[src/rtl/ced_pkg.sv]
// Types, codes and helper functions of the escape sequence decoder.
// Used by the decoder, the queue and the top level; depends on nothing.
package ced_pkg;

  localparam int unsigned FifoDepth = 4;

  localparam logic [1:0] PH_PLAIN = 2'd0;
  localparam logic [1:0] PH_ESC   = 2'd1;
  localparam logic [1:0] PH_HEX   = 2'd2;
  localparam logic [1:0] PH_NUM   = 2'd3;

  localparam logic [7:0] BACKSLASH = 8'h5C;
  localparam logic [7:0] CHAR_X    = 8'h78;

  localparam logic [2:0] REG_OCTAL_MODE = 3'd0;

  typedef struct packed {
    logic [7:0] data;
    logic       has;
    logic       last;
  } res_t;

  typedef struct packed {
    logic [1:0]     cnt;
    res_t [1:0]     res;
  } step_t;

  function automatic logic is_hex(input logic [7:0] b);
    return (b >= 8'h30 && b <= 8'h39) || (b >= 8'h61 && b <= 8'h66) ||
           (b >= 8'h41 && b <= 8'h46);
  endfunction

  function automatic logic [3:0] hex_val(input logic [7:0] b);
    logic [7:0] v;
    if (b <= 8'h39) begin
      v = b - 8'h30;
    end else if (b >= 8'h61) begin
      v = b - 8'h57;
    end else begin
      v = b - 8'h37;
    end
    return v[3:0];
  endfunction

  function automatic logic is_num(input logic [7:0] b, input logic octal);
    return (b >= 8'h30) && (b <= (octal ? 8'h37 : 8'h39));
  endfunction

  function automatic logic [7:0] letter_code(input logic [7:0] b);
    logic [7:0] r;
    case (b)
      8'h65:   r = 8'h1B;
      8'h61:   r = 8'h07;
      8'h62:   r = 8'h08;
      8'h66:   r = 8'h0C;
      8'h6E:   r = 8'h0A;
      8'h72:   r = 8'h0D;
      8'h74:   r = 8'h09;
      8'h76:   r = 8'h0B;
      default: r = b;
    endcase
    return r;
  endfunction

endpackage

[src/rtl/ced_decoder.sv]
// Parse state and per-item decode: turns one input byte into up to two results.
// Depends on ced_pkg.
module ced_decoder (
  input  logic           clk_i,
  input  logic           rst_ni,
  input  logic           fire_i,
  input  logic [7:0]     byte_i,
  input  logic           last_i,
  input  logic           octal_i,
  output ced_pkg::step_t step_o
);
  import ced_pkg::*;

  logic [1:0] phase_q, phase_d;
  logic [7:0] val_q, val_d;
  logic [1:0] cnt_q, cnt_d;

  always_comb begin
    logic       handled;
    logic [1:0] n;
    res_t [1:0] res;
    logic [7:0] acc;
    handled = 1'b0;
    n       = 2'd0;
    res     = '0;
    phase_d = phase_q;
    val_d   = val_q;
    cnt_d   = cnt_q;
    acc     = '0;
    unique case (phase_q)
      PH_ESC: begin
        handled = 1'b1;
        if (byte_i == CHAR_X) begin
          phase_d = PH_HEX;
          val_d   = '0;
          cnt_d   = 2'd0;
        end else if (is_num(byte_i, octal_i)) begin
          phase_d = PH_NUM;
          val_d   = {4'd0, byte_i[3:0]};
          cnt_d   = 2'd1;
        end else begin
          res[n[0]] = '{data: letter_code(byte_i), has: 1'b1, last: 1'b0};
          n         = n + 2'd1;
          phase_d   = PH_PLAIN;
          val_d     = '0;
          cnt_d     = 2'd0;
        end
      end
      PH_HEX: begin
        if (is_hex(byte_i) && cnt_q < 2'd2) begin
          handled = 1'b1;
          val_d   = {val_q[3:0], hex_val(byte_i)};
          cnt_d   = cnt_q + 2'd1;
          if (cnt_d >= 2'd2) begin
            res[n[0]] = '{data: val_d, has: 1'b1, last: 1'b0};
            n         = n + 2'd1;
            phase_d   = PH_PLAIN;
            val_d     = '0;
            cnt_d     = 2'd0;
          end
        end else begin
          res[n[0]] = '{data: val_q, has: 1'b1, last: 1'b0};
          n         = n + 2'd1;
          phase_d   = PH_PLAIN;
          val_d     = '0;
          cnt_d     = 2'd0;
        end
      end
      PH_NUM: begin
        if (is_num(byte_i, octal_i) && cnt_q < 2'd3) begin
          handled = 1'b1;
          acc     = octal_i ? {val_q[4:0], 3'd0}
                            : ({val_q[4:0], 3'd0} + {val_q[6:0], 1'b0});
          val_d   = acc + {4'd0, byte_i[3:0]};
          cnt_d   = cnt_q + 2'd1;
          if (cnt_d == 2'd3) begin
            res[n[0]] = '{data: val_d, has: 1'b1, last: 1'b0};
            n         = n + 2'd1;
            phase_d   = PH_PLAIN;
            val_d     = '0;
            cnt_d     = 2'd0;
          end
        end else begin
          res[n[0]] = '{data: val_q, has: 1'b1, last: 1'b0};
          n         = n + 2'd1;
          phase_d   = PH_PLAIN;
          val_d     = '0;
          cnt_d     = 2'd0;
        end
      end
      default: ;
    endcase

    if (!handled) begin
      if (byte_i == BACKSLASH) begin
        phase_d = PH_ESC;
      end else begin
        res[n[0]] = '{data: byte_i, has: 1'b1, last: 1'b0};
        n         = n + 2'd1;
      end
    end

    if (last_i) begin
      if (phase_d == PH_HEX || phase_d == PH_NUM) begin
        res[n[0]] = '{data: val_d, has: 1'b1, last: 1'b0};
        n         = n + 2'd1;
      end
      phase_d = PH_PLAIN;
      val_d   = '0;
      cnt_d   = 2'd0;
      if (n == 2'd0) begin
        res[0] = '{data: 8'h00, has: 1'b0, last: 1'b0};
        n      = 2'd1;
      end
      res[n[1]].last = 1'b1;
    end

    step_o.cnt = n;
    step_o.res = res;
  end

  always_ff @(posedge clk_i or negedge rst_ni) begin
    if (!rst_ni) begin
      phase_q <= PH_PLAIN;
      val_q   <= '0;
      cnt_q   <= '0;
    end else if (fire_i) begin
      phase_q <= phase_d;
      val_q   <= val_d;
      cnt_q   <= cnt_d;
    end
  end

endmodule

[src/rtl/ced_fifo.sv]
// Result queue: takes up to two results per cycle, hands out one per cycle while ready_i is high.
// Depends on ced_pkg.
module ced_fifo #(
  parameter int unsigned Depth = ced_pkg::FifoDepth
) (
  input  logic           clk_i,
  input  logic           rst_ni,
  input  logic           push_i,
  input  ced_pkg::step_t step_i,
  output logic           room_o,
  output logic           valid_o,
  input  logic           ready_i,
  output ced_pkg::res_t  res_o
);
  import ced_pkg::*;

  localparam int unsigned PtrW = (Depth > 1) ? $clog2(Depth) : 1;
  localparam int unsigned CntW = $clog2(Depth + 1);
  localparam logic [PtrW-1:0] PtrLast = PtrW'(Depth - 1);
  localparam logic [CntW-1:0] RoomMax = CntW'(Depth - 2);

  res_t            mem_q [Depth];
  logic [PtrW-1:0] wr_q, wr_d, wr_nx, rd_q, rd_d;
  logic [CntW-1:0] cnt_q, cnt_d;
  logic [1:0]      push_n;
  logic            pop;

  assign wr_nx   = (wr_q == PtrLast) ? '0 : wr_q + PtrW'(1);
  assign push_n  = push_i ? step_i.cnt : 2'd0;
  assign valid_o = (cnt_q != '0);
  assign pop     = valid_o && ready_i;
  assign room_o  = (cnt_q <= RoomMax);
  assign res_o   = mem_q[rd_q];

  always_comb begin
    wr_d = wr_q;
    if (push_n == 2'd1) begin
      wr_d = wr_nx;
    end else if (push_n == 2'd2) begin
      wr_d = (wr_nx == PtrLast) ? '0 : wr_nx + PtrW'(1);
    end
    rd_d = rd_q;
    if (pop) begin
      rd_d = (rd_q == PtrLast) ? '0 : rd_q + PtrW'(1);
    end
    cnt_d = cnt_q + CntW'(push_n) - CntW'(pop);
  end

  always_ff @(posedge clk_i) begin
    if (push_n != 2'd0) begin
      mem_q[wr_q] <= step_i.res[0];
    end
    if (push_n == 2'd2) begin
      mem_q[wr_nx] <= step_i.res[1];
    end
  end

  always_ff @(posedge clk_i or negedge rst_ni) begin
    if (!rst_ni) begin
      wr_q  <= '0;
      rd_q  <= '0;
      cnt_q <= '0;
    end else begin
      wr_q  <= wr_d;
      rd_q  <= rd_d;
      cnt_q <= cnt_d;
    end
  end

endmodule

[src/rtl/c_escape_sequence_decoder.sv]
// Top level of the C escape sequence decoder: config register, decoder, result queue.
// Depends on ced_pkg, ced_decoder and ced_fifo.
//
//   port group   direction   handshake
//   in_*         input       in_valid_i / in_ready_o
//   out_*        output      out_valid_o / out_ready_i
//   APB          config      psel & penable & pwrite, pready tied high
//
// An item is decoded in the cycle it is accepted; its results enter the queue at that edge
// and the first is shown from the queue once any older results have been taken.
// One item per cycle while the queue holds at most Depth-2 results; the single output port
// drains one result per cycle while out_ready_i is high; two-result items are paced by it.
// Reset clears parse state, the queue and octal_mode.
module c_escape_sequence_decoder #(
  parameter int unsigned FifoDepth = ced_pkg::FifoDepth
) (
  input  logic        clk_i,
  input  logic        rst_ni,
  input  logic        in_valid_i,
  output logic        in_ready_o,
  input  logic [7:0]  in_byte_i,
  input  logic        in_last_i,
  output logic        out_valid_o,
  input  logic        out_ready_i,
  output logic [7:0]  out_byte_o,
  output logic        has_byte_o,
  output logic        out_last_o,
  input  logic        psel,
  input  logic        penable,
  input  logic        pwrite,
  input  logic [2:0]  paddr,
  input  logic [31:0] pwdata,
  output logic [31:0] prdata,
  output logic        pready
);
  import ced_pkg::*;

  logic  octal_q;
  logic  fire;
  step_t step;
  res_t  res;

  assign pready = 1'b1;
  assign prdata = (paddr[2] == REG_OCTAL_MODE[0]) ? {31'd0, octal_q} : 32'd0;

  always_ff @(posedge clk_i or negedge rst_ni) begin
    if (!rst_ni) begin
      octal_q <= 1'b0;
    end else if (psel && penable && pwrite && paddr[2] == REG_OCTAL_MODE[0]) begin
      octal_q <= pwdata[0];
    end
  end

  assign fire = in_valid_i && in_ready_o;

  ced_decoder u_dec (
    .clk_i   (clk_i),
    .rst_ni  (rst_ni),
    .fire_i  (fire),
    .byte_i  (in_byte_i),
    .last_i  (in_last_i),
    .octal_i (octal_q),
    .step_o  (step)
  );

  ced_fifo #(
    .Depth (FifoDepth)
  ) u_fifo (
    .clk_i   (clk_i),
    .rst_ni  (rst_ni),
    .push_i  (fire),
    .step_i  (step),
    .room_o  (in_ready_o),
    .valid_o (out_valid_o),
    .ready_i (out_ready_i),
    .res_o   (res)
  );

  assign out_byte_o = res.data;
  assign has_byte_o = res.has;
  assign out_last_o = res.last;

endmodule

[config.mk]
export PLATFORM = sky130hd
export DESIGN_NAME = c_escape_sequence_decoder
export DESIGN_NICKNAME = d
export VERILOG_FILES = /design/src/rtl/ced_pkg.sv /design/src/rtl/ced_decoder.sv /design/src/rtl/ced_fifo.sv /design/src/rtl/c_escape_sequence_decoder.sv
export SDC_FILE = /design/constraint.sdc
export NUM_CORES = 1
export LEC_CHECK = 0
export ABC_AREA = 1
export BUFFER_PORTS_ARGS = -buffer_cell sky130_fd_sc_hd__buf_2
export CAP_MARGIN = 20
export CORE_UTILIZATION = 50
export CTS_BUF_LIST = sky130_fd_sc_hd__clkbuf_16
export DETAILED_ROUTE_END_ITERATION = 8
export PLACE_DENSITY = 0.7
export SLEW_MARGIN = 20
export SYNTH_ARGS = -nofsm -noshare
export SYNTH_HDL_FRONTEND = slang
export SYNTH_SLANG_ARGS = --single-unit
[constraint.sdc]
create_clock -name clk_i -period 5.1 [get_ports clk_i]
set_input_delay 0.255 -clock clk_i [delete_from_list [all_inputs] [get_ports clk_i]]
set_output_delay 0.255 -clock clk_i [all_outputs]
set_load 0.005 [all_outputs]
Yosys cells after proc, flatten, opt, wreduce, memory -nomap -nowiden. Memory sizes are Yosys's and may differ from the RTL's. Index checks and enable logic that the tools add are counted. Widths: inputs -> output; s select.

Register bits: 20. Memories: 1. Output and inout port bits: 45. Word-level logic and storage cells: 165. Input bits: 51. RAM bits: 40.

Reductions and logical operators: 23. Eq/ne operators: 21. Multiplexer cells: 82. Magnitude comparators: 17. Bitwise operators: 1. Add/subtract/negate cells: 13.

Memory list: u_fifo.mem_q (words 4, width 10, read ports 1, clocked after Yosys merged registers in 0, write ports 2, line ced_fifo.sv:22) `res_t mem_q [Depth];`.

Operator list (count): $mux 10 (10); $mux 20 (5); $eq 8x7->1 const B (10); $pmux 8 s8 (1); $bwmux 20 (3); $mux 2 (29); $mux 8 (7); $demux 10 s1 (3); $pmux 10 s3 (1); $pmux 8 s3 (1); $eq 2x2->1 const B (9); $pmux 2 s3 (3); $ge 8x7->1 const B (2); $le 8x7->1 const B (2); $mux 4 (4); $logic_and 1x1->1 (14); $mux 1 (14); $add 2x1->2 const B (6); $add 8x4->8 (1); $add 8x8->8 (1); $ge 8x6->1 const B (1); $le 8x6->1 (1); $le 8x6->1 const B (1); $sub 4x3->4 const B (2); 17 further kinds (26).

Depth between registers and ports, before layout. Gate-level depths: netlist of run 1.

Depth in word-level cells: 22. Depth in mapped cells: 29. Gate-level depth less buffers: 29.

Modules after synthesis. From an unflattened synthesis of run 1, not the netlist that was laid out.

Cells, all modules: 787. Area, all modules: 5706.7 µm².

By module, submodules not included: ced_decoder (times used 1, cells an instance 461, area each 2692.6 µm², sequential area each 300.3 µm²); ced_fifo (times used 1, cells an instance 279, area each 2692.6 µm², sequential area each 1376.3 µm²); c_escape_sequence_decoder (times used 1, cells an instance 47, area each 321.6 µm², sequential area each 25.0 µm²).

Least setup slack after synthesis of run 1. Ideal clock, no wire load.

Kind: register -> register. Start: reg octal_q. End: mem u_fifo.mem_q[3][0] (netlist name) (enable). Library setup time: 391 ps. Required time: 4709 ps. Period minus slack after synthesis: 4507 ps. Arrival: 4116 ps. Path buffers: 1. Cell stages (with the launch flop): 27. Setup slack: 593 ps. Cell sequence: dfrtp_1 inv_2 ha_1 nand3_1 nand2_1 nand2_1 nand2_2 nor2_4 buf_6 nand2_1 nand2_2 nand2_1 clkinv_1 nand2_1 nand2_1 inv_1 ha_1 nor2_4 inv_2 nand2_1 ha_1 nand2_1 nand3_2 a31oi_1 inv_2 ha_1 o21ai_0.

RTL lines: start, declared (line c_escape_sequence_decoder.sv:38) `logic octal_q;`; start signal, assigned (line c_escape_sequence_decoder.sv:50) `octal_q <= pwdata[0];`; end, declared (line ced_fifo.sv:22).

==> flow_metrics.env, run 1 <==
export IMPL_status="finished, final reports clean"
export IMPL_p_comb_frac=0.396
export IMPL_first_pass_iters=5
export IMPL_core_sq_um=10500
export IMPL_drtIter0Drc=434
export IMPL_nFillCells=993
export IMPL_cp_startpoint="octal_q$_DFFE_PN0P_"
export IMPL_hold_class="input pin to register"
export IMPL_fin_tns_setup_ns=0
export IMPL_antenna_found_initial=0
export IMPL_async_flop_share=0.333
export IMPL_routedWlPerCell_um=17.2
export IMPL_arrival_ns=4.70
export IMPL_vdd_drop_max_mv=0.254
export IMPL_netlist_area_sq_um=5480
export IMPL_fp_dieW_um=107
export IMPL_sw_frac_of_total=0.403
export IMPL_whs_path_depth=3
export IMPL_start_util=0.524
export IMPL_slowest_stage="dfrtp_2"
export IMPL_finalWirelength_mm=16.4
export IMPL_finalSetupViolations=0
export IMPL_grt_max_degree=24
export IMPL_dieHeight_um=107
export IMPL_tightest_slew_ns=0.706
export IMPL_finalHoldViolations=0
export IMPL_io_buffer_count=30
export IMPL_drc_errors=0
export IMPL_synth_top_area_cell="edfxtp_1"
export IMPL_utilization=0.577
export IMPL_period_needed_ns=4.63
export IMPL_grt_pass1_wl_mm=26.2
export IMPL_cts_tree="done"
export IMPL_grt_total_usage=0.301
export IMPL_setup_ws_ns=0.470
export IMPL_pre_cts_slack_ns=0.277
export IMPL_final_nets=903
export IMPL_skew_ns=0.00902
export IMPL_critPathCaptureType="register"
export IMPL_yosysMostFrequentCell="nand2_1"
export IMPL_rsz0062_at_grt="false"
export IMPL_p_leak_nw=2.93
export IMPL_numClockSinks=60
export IMPL_htree_levels=3
export IMPL_synthFlopType="edfxtp_1"
export IMPL_antenna_left=0
export IMPL_min_to="octal_q$_DFFE_PN0P_"
export IMPL_grt_ovfl_total=0
export IMPL_crit_type="register to register"
export IMPL_num_io_pins=96
export IMPL_synth_warnings=0
export IMPL_relSlewSlack=0.525
export IMPL_clk_latency_ns=0.33
export IMPL_slowest_delay_ns=0.47
export IMPL_place_hpwl_mm=12.3
export IMPL_placed_cells=936
export IMPL_final_cells=954
export IMPL_r2r_end="u_fifo.mem_q[0][1]$_DFFE_PP_"
export IMPL_cts_root_buffer_cell="clkbuf_16"
export IMPL_powerDensity_nw_per_um2=391
export IMPL_seqPwrFrac=0.330
export IMPL_synth_cell_types=40
export IMPL_clock_path_buffers=2
export IMPL_slew_violations=0
export IMPL_p_sw_uw=950
export IMPL_cts_buffers=9
export IMPL_r2r_slack_ns=0.47
export IMPL_dieArea_sq_um=11400
export IMPL_timing_final_crit_share=0.908
export IMPL_postSynthCellCount=775
export IMPL_min_delay_start="pwdata[0]"
export IMPL_intPower_mw=1.41
export IMPL_timing_rr_start="octal_q$_DFFE_PN0P_"
export IMPL_drv_cap=0
export IMPL_yosysSeqAreaShare=0.311
export IMPL_drive_above_1_share=0.126
export IMPL_area_growth_pct=10.2
export IMPL_vias=5357
export IMPL_rr_worst_depth=28
export IMPL_synth_top_cell_area_share=0.219
export IMPL_startpoint_type="register"
export IMPL_path_clk_slew_ns=0.05
export IMPL_worst_path_max_fanout=11
export IMPL_place_congestion=0.986
export IMPL_synth_edf_count=40
export IMPL_max_freq_mhz=216
export IMPL_viasPerCell=5.62
export IMPL_required_ns=5.17
export IMPL_synth_seq_cells=60
export IMPL_ys_top_cells_by_area="edfxtp_1 (22%), nand2_1 (14%), dfrtp_1 (9.1%)"
export IMPL_rows=37
export IMPL_grt_pass1_vias=5116
export IMPL_diodes=0
export IMPL_timing_critical_path_mode_cell="nand2_1"
export IMPL_netlist_top_cells_count="nand2_1 (199), nand3_1 (87), o21ai_0 (72), inv_1 (71), nor2_1 (66)"
export IMPL_post_synth_cell_area_avg_sq_um=7.07
export IMPL_p_clk_frac=0.274
[cell usage in the layout (no fill, tap or decap), types with 3 or more instances in the layout]
master	count
a21oi_1	25
buf_2	30
buf_4	17
clkbuf_16	9
clkinv_1	10
conb_1	32
dfrtp_1	19
edfxtp_1	40
fa_1	3
ha_1	36
inv_1	72
inv_2	6
nand2_1	199
nand2_2	6
nand2_4	3
nand3_1	87
nand3b_1	3
nand4_1	13
nor2_1	66
nor2_2	14
nor2_4	4
o21ai_0	72
o21ai_1	5
o22ai_1	13
xnor2_1	6
xor2_1	4
[per-stage QoR]
| stage | total power [mW] | hold WS (ns) | area, sq um |
|---|---|---|---|
| after floorplan | 1.39 | -0.0406 | 5590 |
| after global placement | 1.66 | 0.253 | 5700 |
| after detailed placement | 1.70 | 0.266 | 5700 |
| after CTS | 2.35 | 0.186 | 6020 |
| after global routing | 2.52 | 0.215 | 6040 |
| final | 2.36 | 0.184 | 6040 |
[final cells by class]
| cell class | instances | area (sq um) | share of cell area |
|---|---|---|---|
| multi-input cells | 609 | 3250 | 0.538 |
| repair buffers | 48 | 288 | 0.0477 |
| flip-flops and latches | 60 | 1700 | 0.282 |
| clock inverters | 7 | 83.8 | 0.0139 |
| inverters | 85 | 323 | 0.0535 |
| well taps | 136 | 170 | 0.0282 |
| clock buffers | 9 | 225 | 0.0373 |
[worst max path at each step]
stage,cells past startpoint,slack (ns),endpoint
6_report,28,0.47,u_fifo.mem_q[0][1]$_DFFE_PP_
4_1_cts,28,0.25,u_fifo.mem_q[0][1]$_DFFE_PP_
3_3_place_gp,28,0.37,u_fifo.mem_q[3][4]$_DFFE_PP_
3_5_place_dp,28,0.28,u_fifo.mem_q[0][1]$_DFFE_PP_
5_1_grt,26,0.14,u_fifo.mem_q[3][8]$_DFFE_PP_
2_1_floorplan,26,0.59,u_fifo.mem_q[3][0]$_DFFE_PP_
[kinds of logic after synthesis]
group	synth area share
AND/OR/NAND/NOR	0.345
AO/OA/AOI/OAI	0.115
flip-flops	0.311
XOR/XNOR	0.0160
adder cells (fa/ha/maj)	0.0932
other	0.00137
buffers and inverters	0.119
[worst max-delay path: cells and delay by family, from the launching register on]
| kind | cells | cell delay [ns] |
|---|---|---|
| simple gates | 16 | 1.59 |
| compound gates | 2 | 0.37 |
| fa+ha+maj | 4 | 1.11 |
| buf+inv | 6 | 0.81 |
| flops | 1 | 0.47 |
[power by group through the flow]
stage	registers (mW)	clock network [mW]	logic, mW
2_1_floorplan	0.721	0	0.673
3_3_place_gp	0.776	0	0.886
3_5_place_dp	0.782	0	0.922
4_1_cts	0.774	0.649	0.929
5_1_grt	0.793	0.668	1.06
6_report	0.778	0.646	0.935
[registers in the layout, summed over array words and instances, names as in the netlist]
| name | cells |
|---|---|
| u_dec.cnt_q | 2 |
| u_dec.phase_q | 2 |
| u_fifo.wr_q | 2 |
| octal_q | 1 |
| u_fifo.cnt_q | 3 |
| u_dec.val_q | 8 |
| u_fifo.rd_q | 2 |
| u_fifo.mem_q | 40 |
[per-layer routing]
metal	wire length, um	GRT usage
met2	7500	0.498
met1	7240	0.396
met5	0	0
met4	430	0.115
met3	1200	0.0444
[timing repair]
| item | 4_1_cts | 5_1_grt |
|---|---|---|
| resized for setup | 0 | 3 |
| buffers inserted | 0 | 1 |
| endpoints found under the hold margin | 20 | 0 |
| setup endpoints to repair | 0 | 76 |
| hold buffers | 1 | 0 |
No activity file was read; power rests on OpenSTA's default activity.
==> run 2: changes to the inputs <==
--- a/config.mk
+++ b/config.mk
@@ -11,7 +11,7 @@
 export CORE_UTILIZATION = 50
 export CTS_BUF_LIST = sky130_fd_sc_hd__clkbuf_16
 export DETAILED_ROUTE_END_ITERATION = 8
-export PLACE_DENSITY = 0.7
+export PLACE_DENSITY = 0.72
 export SLEW_MARGIN = 20
 export SYNTH_ARGS = -nofsm -noshare
 export SYNTH_HDL_FRONTEND = slang
==> constraint.sdc (replaced) <==
create_clock -name clk_i -period 4 [get_ports clk_i]
set_input_delay 0.2 -clock clk_i [delete_from_list [all_inputs] [get_ports clk_i]]
set_output_delay 0.2 -clock clk_i [all_outputs]
set_load 0.005 [all_outputs]
==> run 2 against run 1 <==
  * Non-clock buffer count up 27
  * Worst hold slack worse by 0.056 ns
  * Via count up 3.5%
==> flow_metrics.env, run 2 (synthesis gave the netlist of run 1 again) <==
export IMPL_status="finished, final reports clean"
export IMPL_drtIter0Drc=493
export IMPL_intPower_mw=1.88
export IMPL_layout_common_cells="nand2_1 (193), nand3_1 (86), inv_1 (70), o21ai_0 (68), nor2_1 (66)"
export IMPL_timing_final_crit_share=0.931
export IMPL_slowest_delay_ns=0.42
export IMPL_max_freq_mhz=269
export IMPL_grt_pass1_wl_mm=25.9
export IMPL_first_pass_iters=6
export IMPL_hold_class="input pin to register"
export IMPL_antenna_found_initial=0
export IMPL_sw_frac_of_total=0.402
export IMPL_startpoint_type="register"
export IMPL_drv_cap=0
export IMPL_vias=5542
export IMPL_place_hpwl_mm=11.9
export IMPL_fp_dieW_um=107
export IMPL_power_mw=3.15
export IMPL_final_cells=981
export IMPL_arrival_ns=3.81
export IMPL_placed_cells=961
export IMPL_htree_levels=3
export IMPL_critPathCaptureType="register"
export IMPL_cts_tree="done"
export IMPL_slew_violations=0
export IMPL_slowest_stage="dfrtp_1"
export IMPL_worst_path_max_fanout=11
export IMPL_routedWlPerCell_um=16.8
export IMPL_clock_path_buffers=2
export IMPL_crit_type="register to register"
export IMPL_top_register="u_fifo.mem_q"
export IMPL_core_sq_um=10500
export IMPL_cts_buffers=9
export IMPL_place_congestion=0.953
export IMPL_seqPwrFrac=0.312
export IMPL_p_sw_mw=1.27
export IMPL_num_io_pins=96
export IMPL_relSlewSlack=0.463
export IMPL_finalWirelength_mm=16.5
export IMPL_grt_pass1_vias=5148
export IMPL_grt_total_usage=0.296
export IMPL_tightest_slew_ns=0.802
export IMPL_reg_top3="u_fifo.mem_q x40, u_dec.val_q x8, u_fifo.cnt_q x3"
export IMPL_numClockSinks=60
export IMPL_nFillCells=933
export IMPL_cts_root_buffer_cell="clkbuf_16"
export IMPL_skew_ns=0.00999
export IMPL_p_leak_nw=3.12
export IMPL_grt_ovfl_total=0
export IMPL_final_nets=930
export IMPL_p_clk_frac=0.273
export IMPL_antenna_left=0
export IMPL_start_util=0.524
export IMPL_p_comb_frac=0.415
export IMPL_powerDensity_nw_per_um2=489
export IMPL_area_growth_pct=17.6
export IMPL_fin_hold_ws_ns=0.128
export IMPL_drive_above_1_share=0.176
export IMPL_dieArea_sq_um=11400
export IMPL_path_clk_slew_ns=0.06
export IMPL_rows=37
export IMPL_final_common_cell="nand2_1"
export IMPL_finalHoldViolations=0
export IMPL_largest_reg_flops=40
export IMPL_grt_max_degree=24
export IMPL_finalSetupViolations=0
export IMPL_viasPerCell=5.65
export IMPL_drc_errors=0
export IMPL_diodes=0
export IMPL_required_ns=4.09
export IMPL_fin_tns_setup_ns=0
export IMPL_clk_latency_ns=0.33
export IMPL_period_needed_ns=3.72
export IMPL_timing_critical_path_mode_cell="nand2_1"
export IMPL_dieHeight_um=107
export IMPL_vdd_drop_max_mv=0.315
export IMPL_io_buffer_count=30
[run 2: cell count changes in the layout (fill, tap and decap cells not counted), sizes merged]
cell / delta
buf: +27
clkinvlp: -1
inv: +1
[run 2: path summary, 6_finish.rpt]
path	end	depth (start not counted)	startpoint	slack (ns)
setup / recovery	u_fifo.mem_q[2][5]$_DFFE_PP_	28	octal_q$_DFFE_PN0P_	0.28
hold / removal	octal_q$_DFFE_PN0P_	3	pwdata[0]	0.13
setup reg to reg	u_fifo.mem_q[2][5]$_DFFE_PP_	28	octal_q$_DFFE_PN0P_	0.28
hold reg to reg	u_dec.cnt_q[1]$_DFFE_PN0P_	2	u_dec.cnt_q[1]$_DFFE_PN0P_	0.57
max in group asynchronous	u_dec.val_q[3]$_DFFE_PN0P_	2	rst_ni	3.27
min in group asynchronous	u_fifo.cnt_q[1]$_DFF_PN0_	2	rst_ni	0.37
[run 2: repair_timing]
action | 4_1_cts | 5_1_grt
endpoints found under the hold margin | 20 | 0
pin swaps | 0 | 2
gates cloned | 0 | 0
setup buffers | 0 | 3
gates resized for setup | 1 | 20
hold buffers | 1 | 0
setup endpoints to repair | 9 | 81
[run 2: area by class of cell]
class	count	area, sq um	share of cell area
clock inverters	7	100	0.0155
flip-flops and latches	60	1700	0.264
clock buffers	9	225	0.0350
well taps	136	170	0.0264
multi-input cells	609	3360	0.522
inverters	85	322	0.0499
repair buffers	75	559	0.0868
[run 2: worst max-delay path: cells and delay by family (launching register included)]
kind / cells / cell delay, ns
AO/OA/AOI/OAI: 2 / 0.27
adder cells (fa/ha/maj): 4 / 1.05
buffers and inverters: 7 / 0.63
flip-flops: 1 / 0.42
AND/OR/NAND/NOR: 15 / 1.11
[run 2: per-stage QoR]
step | area (sq um) | utilization | setup slack (ns)
after floorplan | 5650 | - | 0.00457
after CTS | 6330 | 0.605 | 0.0227
after detailed placement | 5990 | 0.573 | -0.0643
after global placement | 5990 | 0.573 | 0.0319
after global routing | 6440 | 0.616 | -0.0175
final | 6440 | 0.616 | 0.277
[run 2: power by group through the flow]
stage / combinational (mW) / sequential [mW] / clock (mW)
CTS: 1.27 / 0.979 / 0.859
floorplan: 0.897 / 0.916 / 0
global placement: 1.22 / 0.984 / 0
global route: 1.47 / 1.00 / 0.887
finish: 1.31 / 0.984 / 0.860
detailed placement: 1.26 / 0.990 / 0
[run 2: layer usage]
metal	GRT usage	part of all wire	vias to the layer above
met2	0.486	0.47	286
met5	0	0	-
met1	0.388	0.42	2583
li1	-	-	2636
met3	0.0535	0.085	37
met4	0.107	0.023	0
